## config.mk

```make
export PLATFORM = sky130hd
export DESIGN_NAME = debounced_two_button_run_sequencer_core
export DESIGN_NICKNAME = d
export VERILOG_FILES = /design/src/sv/dbrseq_pkg.sv /design/src/sv/dbrseq_debounce.sv /design/src/sv/debounced_two_button_run_sequencer_core.sv
export SDC_FILE = /design/constraint.sdc
export NUM_CORES = 1
export LEC_CHECK = 0
export BUFFER_PORTS_ARGS = -buffer_cell sky130_fd_sc_hd__buf_4
export CAP_MARGIN = 20
export CORE_ASPECT_RATIO = 0.8
export CORE_MARGIN = 5
export CORE_UTILIZATION = 57
export CTS_CLUSTER_SIZE = 28
export DETAILED_ROUTE_END_ITERATION = 10
export MAX_ROUTING_LAYER = met4
export PLACE_DENSITY = 0.75
export SLEW_MARGIN = 0
export SYNTH_ARGS = -nofsm -noshare
export SYNTH_HDL_FRONTEND = slang
export SYNTH_HIERARCHICAL = 1
export SYNTH_SLANG_ARGS = --single-unit
```

## constraint.sdc

```tcl
create_clock -name clk -period 5.9 [get_ports clk]
set_clock_uncertainty 0.2 [all_clocks]
set_input_delay 0.885 -clock clk [delete_from_list [all_inputs] [get_ports clk]]
set_output_delay 0.885 -clock clk [all_outputs]
set_load 0.005 [all_outputs]
```

## src/sv/dbrseq_pkg.sv

```systemverilog
// ----------------------------------------------------------------------------
// dbrseq_pkg
// Shared types and constants of the debounced two-button run sequencer.
// ----------------------------------------------------------------------------
package dbrseq_pkg;

  // Field widths
  localparam int unsigned TimeW   = 32;
  localparam int unsigned MsCfgW  = 16;
  localparam int unsigned StateW  = 3;
  localparam int unsigned ModeW   = 2;

  // Stream payload widths (fields packed, padded to whole bytes)
  localparam int unsigned InFieldsW  = TimeW + 4;
  localparam int unsigned InDataW    = ((InFieldsW + 7) / 8) * 8;
  localparam int unsigned OutFieldsW = 3 + StateW + 3 + ModeW;
  localparam int unsigned OutDataW   = ((OutFieldsW + 7) / 8) * 8;

  // Configuration register indexes
  localparam int unsigned CfgIdxW = 2;
  typedef enum logic [CfgIdxW-1:0] {
    CFG_DEBOUNCE_MS    = 2'd0,
    CFG_START_DELAY_MS = 2'd1,
    CFG_ACTIVE_LOW     = 2'd2,
    CFG_SENSOR_PRESENT = 2'd3
  } cfg_idx_t;

  // Configuration reset values
  localparam logic [MsCfgW-1:0] DebounceMsRst   = 16'd20;
  localparam logic [MsCfgW-1:0] StartDelayMsRst = 16'd1000;

  // Solver mode change requests
  typedef enum logic [ModeW-1:0] {
    MODE_NONE   = 2'd0,
    MODE_SEARCH = 2'd1,
    MODE_ZOOM   = 2'd2
  } mode_req_t;

  // Debounce settings shared by both button filters
  typedef struct packed {
    logic [MsCfgW-1:0] debounce_ms;
    logic              active_low;
  } db_cfg_t;

endpackage

```

## src/sv/dbrseq_debounce.sv

```systemverilog
// ----------------------------------------------------------------------------
// dbrseq_debounce
// Timestamp debounce filter for one button with a latched press event.
// ----------------------------------------------------------------------------
module dbrseq_debounce import dbrseq_pkg::*; (
  input  logic             clk,
  input  logic             rst_n,
  input  db_cfg_t          cfg,
  input  logic             en,        // tick request advances this cycle
  input  logic             level,     // raw pin level
  input  logic [TimeW-1:0] now_ms,
  input  logic             consume,   // sequencer takes the pending press
  output logic             pending    // pending press after this tick's filter
);

  logic             seen_r;
  logic             stable_r;
  logic             pend_r;
  logic [TimeW-1:0] when_r;

  logic             raw;
  logic [TimeW-1:0] when_nxt;
  logic [TimeW-1:0] elapsed;
  logic             settle;
  logic             stable_nxt;
  logic             pend_upd;

  // Filter the raw level against the time of its last change
  always_comb begin
    raw        = level ^ cfg.active_low;
    when_nxt   = (raw != seen_r) ? now_ms : when_r;
    elapsed    = now_ms - when_nxt;
    settle     = (elapsed >= {{(TimeW-MsCfgW){1'b0}}, cfg.debounce_ms}) && (stable_r != raw);
    stable_nxt = settle ? raw : stable_r;
    pend_upd   = pend_r | (settle & raw);
  end

  assign pending = pend_upd;

  // Commit filter state on each tick
  always_ff @(posedge clk) begin
    if (!rst_n) begin
      seen_r   <= 1'b0;
      stable_r <= 1'b0;
      pend_r   <= 1'b0;
      when_r   <= '0;
    end else if (en) begin
      seen_r   <= raw;
      stable_r <= stable_nxt;
      pend_r   <= pend_upd & ~consume;
      when_r   <= when_nxt;
    end
  end

endmodule

```

## src/sv/debounced_two_button_run_sequencer_core.sv

```systemverilog
// ----------------------------------------------------------------------------
// debounced_two_button_run_sequencer_core
// Button debounce and six-state search/zoom run sequencer, one result per tick.
// ----------------------------------------------------------------------------
// Each tick request on the input stream gives exactly one result request on
// the output stream. A tick is taken into an input register, the debounce
// filters and the run sequencer settle it combinationally, and the result
// lands in an output register; a new tick can be accepted every cycle while
// the output side keeps up, so the throughput is one tick per cycle. The
// state update between the input and output registers (one 32-bit
// subtract-compare per button feeding the press decision, plus the
// start-delay compare) sets the cycle. Configuration writes take effect on
// the next cycle and should be made while no tick is in flight.
module debounced_two_button_run_sequencer_core import dbrseq_pkg::*; (
  input  logic                clk,
  input  logic                rst_n,
  // Configuration write port
  input  logic                cfg_we,
  input  logic [CfgIdxW-1:0]  cfg_idx,
  input  logic [MsCfgW-1:0]   cfg_wdata,
  // Tick input stream
  input  logic                in_tvalid,
  output logic                in_tready,
  // in_tdata: now_ms[31:0], search_level, zoom_level, sensor_done,
  //           maze_searched, zero pad
  input  logic [InDataW-1:0]  in_tdata,
  // Result output stream
  output logic                out_tvalid,
  input  logic                out_tready,
  // out_tdata: led_search, led_zoom, led_ready, run_state[2:0],
  //            sensor_update_req, sensor_consume_req, solver_step_req,
  //            mode_set_req[1:0], zero pad
  output logic [OutDataW-1:0] out_tdata
);

  typedef enum logic [StateW-1:0] {
    PH_WAIT_SEARCH  = 3'd0,
    PH_SEARCH_DELAY = 3'd1,
    PH_SEARCHING    = 3'd2,
    PH_WAIT_ZOOM    = 3'd3,
    PH_ZOOM_DELAY   = 3'd4,
    PH_ZOOMING      = 3'd5
  } phase_t;

  // Configuration registers
  logic [MsCfgW-1:0] debounce_ms_r;
  logic [MsCfgW-1:0] start_delay_ms_r;
  logic              active_low_r;
  logic              sensor_present_r;
  db_cfg_t           db_cfg;

  // Input stage and output stage
  logic                 s1_valid_r;
  logic [InFieldsW-1:0] s1_data_r;
  logic                 out_valid_r;
  logic [OutFieldsW-1:0] out_data_r;
  logic                 advance;

  // Sequencer state
  phase_t           phase_r, phase_nxt;
  logic [TimeW-1:0] start_r, start_nxt;

  // Tick fields
  logic [TimeW-1:0] now_ms;
  logic             search_level, zoom_level, sensor_done, maze_searched;

  logic             search_pend, zoom_pend;
  logic             search_consume, zoom_consume;
  logic             active, stepped, delay_done;
  logic             upd, cons, step;
  mode_req_t        mode;
  logic             led_search, led_zoom, led_ready;
  logic [TimeW-1:0] phase_elapsed;

  // Write configuration registers
  always_ff @(posedge clk) begin
    if (!rst_n) begin
      debounce_ms_r    <= DebounceMsRst;
      start_delay_ms_r <= StartDelayMsRst;
      active_low_r     <= 1'b1;
      sensor_present_r <= 1'b1;
    end else if (cfg_we) begin
      unique case (cfg_idx)
        CFG_DEBOUNCE_MS:    debounce_ms_r    <= cfg_wdata;
        CFG_START_DELAY_MS: start_delay_ms_r <= cfg_wdata;
        CFG_ACTIVE_LOW:     active_low_r     <= cfg_wdata[0];
        CFG_SENSOR_PRESENT: sensor_present_r <= cfg_wdata[0];
        default: ;
      endcase
    end
  end

  assign db_cfg = '{debounce_ms: debounce_ms_r, active_low: active_low_r};

  // Handshake: the input stage moves on when the output register is free
  assign advance    = s1_valid_r && (!out_valid_r || out_tready);
  assign in_tready  = !s1_valid_r || advance;
  assign out_tvalid = out_valid_r;
  assign out_tdata  = {{(OutDataW-OutFieldsW){1'b0}}, out_data_r};

  // Unpack the held tick
  assign now_ms        = s1_data_r[TimeW-1:0];
  assign search_level  = s1_data_r[TimeW];
  assign zoom_level    = s1_data_r[TimeW+1];
  assign sensor_done   = s1_data_r[TimeW+2];
  assign maze_searched = s1_data_r[TimeW+3];

  // Button filters
  dbrseq_debounce u_search_db (
    .clk     (clk),
    .rst_n   (rst_n),
    .cfg     (db_cfg),
    .en      (advance),
    .level   (search_level),
    .now_ms  (now_ms),
    .consume (search_consume),
    .pending (search_pend)
  );

  dbrseq_debounce u_zoom_db (
    .clk     (clk),
    .rst_n   (rst_n),
    .cfg     (db_cfg),
    .en      (advance),
    .level   (zoom_level),
    .now_ms  (now_ms),
    .consume (zoom_consume),
    .pending (zoom_pend)
  );

  // Sensor and solver pulses in the active states
  always_comb begin
    active  = (phase_r == PH_SEARCHING) || (phase_r == PH_ZOOMING);
    upd     = active && sensor_present_r;
    stepped = active && (!sensor_present_r || sensor_done);
    cons    = active && sensor_present_r && sensor_done;
    step    = stepped;
  end

  // Advance the run sequencer
  always_comb begin
    phase_nxt      = phase_r;
    start_nxt      = start_r;
    mode           = MODE_NONE;
    search_consume = 1'b0;
    zoom_consume   = 1'b0;
    phase_elapsed  = now_ms - start_r;
    delay_done     = phase_elapsed >= {{(TimeW-MsCfgW){1'b0}}, start_delay_ms_r};
    unique case (phase_r)
      PH_WAIT_SEARCH: begin
        if (search_pend) begin
          search_consume = 1'b1;
          phase_nxt      = PH_SEARCH_DELAY;
          start_nxt      = now_ms;
        end
      end
      PH_SEARCH_DELAY: begin
        if (delay_done) begin
          mode      = MODE_SEARCH;
          phase_nxt = PH_SEARCHING;
        end
      end
      PH_SEARCHING: begin
        if (stepped && maze_searched) begin
          phase_nxt = PH_WAIT_ZOOM;
        end
      end
      PH_WAIT_ZOOM: begin
        if (zoom_pend) begin
          zoom_consume = 1'b1;
          phase_nxt    = PH_ZOOM_DELAY;
          start_nxt    = now_ms;
        end
      end
      PH_ZOOM_DELAY: begin
        if (delay_done) begin
          mode      = MODE_ZOOM;
          phase_nxt = PH_ZOOMING;
        end
      end
      PH_ZOOMING: ;
      default: phase_nxt = PH_WAIT_SEARCH;
    endcase
    led_search = (phase_nxt == PH_WAIT_SEARCH) || (phase_nxt == PH_SEARCH_DELAY) ||
                 (phase_nxt == PH_SEARCHING);
    led_zoom   = (phase_nxt == PH_ZOOM_DELAY) || (phase_nxt == PH_ZOOMING);
    led_ready  = (phase_nxt == PH_WAIT_ZOOM);
  end

  // Hold stages, state and the result register
  always_ff @(posedge clk) begin
    if (!rst_n) begin
      s1_valid_r  <= 1'b0;
      s1_data_r   <= '0;
      out_valid_r <= 1'b0;
      out_data_r  <= '0;
      phase_r     <= PH_WAIT_SEARCH;
      start_r     <= '0;
    end else begin
      if (in_tvalid && in_tready) begin
        s1_data_r <= in_tdata[InFieldsW-1:0];
      end
      if (in_tready) begin
        s1_valid_r <= in_tvalid;
      end
      if (advance) begin
        phase_r     <= phase_nxt;
        start_r     <= start_nxt;
        out_valid_r <= 1'b1;
        out_data_r  <= {mode, step, cons, upd, phase_nxt, led_ready, led_zoom, led_search};
      end else if (out_tready) begin
        out_valid_r <= 1'b0;
      end
    end
  end

endmodule
```

==> key figures <==
Setup path
  • Crit-path slowest cell: xor3_2
  • Crit path launch type: flop
  • CP Capture Type: flop
  • CP dominant cell by count: buf_4
  • Worst EP arrival: 6050 ps
  • Required @ worst endpoint: about 6000 ps
  • CP max FO: 8
  • Crit path kind: flop to flop
  • Max stage delay on crit path: roughly 610 ps

Synth
  • Area leader, netlist: dfxtp_1
  • Primary FF master, synth: dfxtp_1
  • Compound-Gate Fraction of Synth Area: between 20% and 30%
  • Syn Area/Cell: roughly 7.4 um2
  • Post-Synth XOR/XNOR Area: 4.893%
  • Cell Area, Synth: 0.01593 mm2
  • Synth top area share: between 20 and 25%
  • Number of distinct library cells after synthesis: between 100 and 150
  • Main combinational cell family by area after synthesis: compound AO/OA/AOI/OAI gates
  • Number of synthesized flops with an enable pin: 0
  • Register bit total from synthesis: 185
  • Synth warn: 6
  • Synth Area in Adders: about 10%
  • Gate Count Post-Synth: ~2200
  • Simple-Gate Fraction of Synth Area: a little under a quarter
  • Share of flip-flops with an asynchronous set or reset: 0%
  • Seq/Total Area, Yosys: between 20% and 30%
  • Synth top area cells: dfxtp_1 (23%), nand2_1 (9.8%), ha_1 (9.5%)
  • Mux cell area share after synthesis: between 3 and 4%

Routing
  • Via density: 6.384
  • Routed len/inst: roughly 21 um
  • WL final: around 56000 um
  • DR DRC count: 0
  • DR vias: 16850
  • Antenna viol nets, final: 0
  • Starting DRC count in detailed routing: 1803
  • Router iterations before antenna repair: 6

Final layout
  • Core Util, Final: 67.67%
  • Non-Filler Instances: between 2000 and 3000
  • Fin area: ~0.019 mm2
  • Area Growth Syn to Fin: 16.51%
  • Register Area: ~0.0037 mm2
  • Area of the multi-input gates: around 0.012 mm2
  • Share of layout cells above drive strength 1: between 10% and 20%
  • Most frequent cells in the layout: nand2_1 (414), buf_4 (183), dfxtp_1 (180)
  • Commonest non-fill, non-tap cell in the layout: nand2_1
  • ANT cells: 0
  • Fill cells: approximately 2300
  • Nets: approximately 2400

Place
  • DP Worst Slack: -451.9 ps
  • Port-buffer cells: between 70 and 80
  • GP Congestion: ~1.0
  • Detailed Place HPWL: ~42000 um
  • DP Cell Count: ~2600
  • Placed cell area: between 0.015 and 0.02 mm2

Global route
  • All-Layer GR Usage: 34.15%
  • Initial antenna violation count: 0
  • GR Overflow Total: 0
  • Largest net degree at the start of global routing: 116
  • First-pass GRT wire length: ~85000 um
  • Vias in the first global route: around 15000

Timing
  • # setup viols final: 0
  • Worst-Margin Slew: about 1100 ps
  • Period Utilization, post-route: 99.77%
  • RSZ-0062 raised after global routing: true
  • Slew Viols, Final: 0
  • PnR worst setup slack: ~13 ps
  • Final Hold Fails: 0
  • Fmax: between 0.15 and 0.2 GHz
  • Min Tclk post-route: just under 6000 ps
  • Rel. slew slack: between 20% and 30%

Die
  • Core footprint: about 0.027 mm2
  • Die W: between 150 and 200 um
  • # rows: 54
  • # IOs: 81
  • Die footprint: approximately 0.031 mm2
  • Vert. Die Dim: roughly 160 um
  • Initial Util: about three fifths

Clock network
  • Clock slew at reported path FFs: 80 ps
  • Num CTS Buffers: 17
  • # clock sinks: approximately 190
  • Clock latency on the worst-skew pair: between 400 and 500 ps
  • Root buffer cell: clkbuf_16
  • Longest Clk Path Bufs: 2
  • H-tree Lvls: 4
  • CTS tree: done
  • Post-CTS Hold Fix Bufs: 0

Power and ir drop
  • PwrDens: ~270 mW/mm2
  • Worst vdd rail ir drop: approximately 0.25 mV
  • Static Leak: 0.007944 uW
  • Logic pwr share: 47.6%
  • Internal Power: 2926 uW
  • Clock power frac: 25.3%
  • Seq pwr share: a little over a quarter
  • Switching Share: 41.90%
  • Switching pwr: 2110 uW

Job
  • Max_cap viols: 0

Worst hold path
  • Worst min path class: flop to flop

Status
  • Outcome: finished clean
==> area by class of cell <==
| cell class | instances | area share, % |
|---|---|---|
| Multi-Input combinational cell | 1735 | 62.75 |
| Sequential cell | 185 | 19.99 |
| Timing Repair Buffer | 196 | 8.655 |
| Inverter | 128 | 2.588 |
| Tap cell | 364 | 2.454 |
| Clock buffer | 17 | 2.292 |
| Clock inverter | 15 | 1.274 |
==> layer usage <==
layer | up-vias | track usage, % | wire, um
met4 | 0 | 9.515 | 1758
met1 | 7858 | 49.88 | 25470
met3 | 137 | 5.945 | 5285
li1 | 7952 | - | -
met5 | - | - | 0
met2 | 907 | 48.30 | 23070
==> registers in the layout (all words and copies together), names as in the netlist, 11 cells and up <==
signal              flops
s1_data_r              36
start_r                32
u_search_db/when_r     32
u_zoom_db/when_r       32
debounce_ms_r          16
start_delay_ms_r       16
out_data_r             11
==> synth_stat cells, drive strengths merged, types with 8 or more instances <==
cell type	instances
inv	126
nand2b	36
ha	121
nand2	415
o21bai	9
a31oi	23
a2111oi	9
nor3	33
and3	21
xor2	30
o31ai	24
o22ai	10
nor4	16
o211ai	24
nor2b	32
dfxtp	185
o21ai	87
and4	10
a211oi	42
xnor2	48
o2111ai	8
or3	12
a21boi	113
o211a	25
mux2i	50
a221oi	10
a21oi	144
o21a	17
nand3	31
a21o	33
and2	17
a311oi	9
nand4	44
or2	9
clkbuf	93
buf	20
nor2	118
==> kinds of logic (layout without fill, tap and decap cells) <==
family,after synthesis,after routing
AOI/OAI and AO/OA,647,647
other,1,5
and+or+nand+nor,819,819
muxes,53,53
DFF,185,185
xor gates and xnor gates,82,82
adders and majority gates,129,129
buffers and inverters,241,356
==> repair_timing <==
item | 4_1_cts | 5_1_grt
pin swaps | 6 | 41
resized for setup | 18 | 92
endpoints found under the setup margin | 39 | 39
cloned | 1 | 3
buffers inserted | 2 | 16
==> final timing paths <==
kind	cells after the start	startpoint	to	slack [ps]
hold / removal	2	start_r[25]$_SDFFE_PN0P_	start_r[25]$_SDFFE_PN0P_	260
setup / recovery	30	s1_data_r[33]$_SDFFE_PN0P_	start_r[29]$_SDFFE_PN0P_	10
setup reg to reg	30	s1_data_r[33]$_SDFFE_PN0P_	start_r[29]$_SDFFE_PN0P_	10
hold reg to reg	2	start_r[25]$_SDFFE_PN0P_	start_r[25]$_SDFFE_PN0P_	260
==> power by group through the flow <==
stage / Sequential, uW / Combinational (uW) / Clock [uW]
global placement: 1390 / 2100 / 0
finish: 1370 / 2400 / 1270
CTS: 1360 / 2180 / 1280
global route: 1370 / 2580 / 1330
floorplan: 1380 / 1440 / 0
detailed placement: 1390 / 2130 / 0
==> critical path: cells and delay by family, from the launching register on <==
kind	cells	cell delay [ps]
DFF	1	320
adders and majority gates	2	600
buffers and inverters	8	1290
AOI/OAI and AO/OA	6	1070
muxes	1	210
and+or+nand+nor	11	1350
xor gates and xnor gates	2	720
==> per-stage QoR <==
stage                     hold WS, ps  total power, uW  setup TNS, ps
after detailed placement        243.8             3521         -14560
after global routing            283.1             5286          -3369
after floorplan                 226.9             2819         -854.3
after global placement          239.5             3489         -12950
final                           262.1             5036              0
after CTS                       272.0             4823              0
No activity file was read; power rests on OpenSTA's default activity.
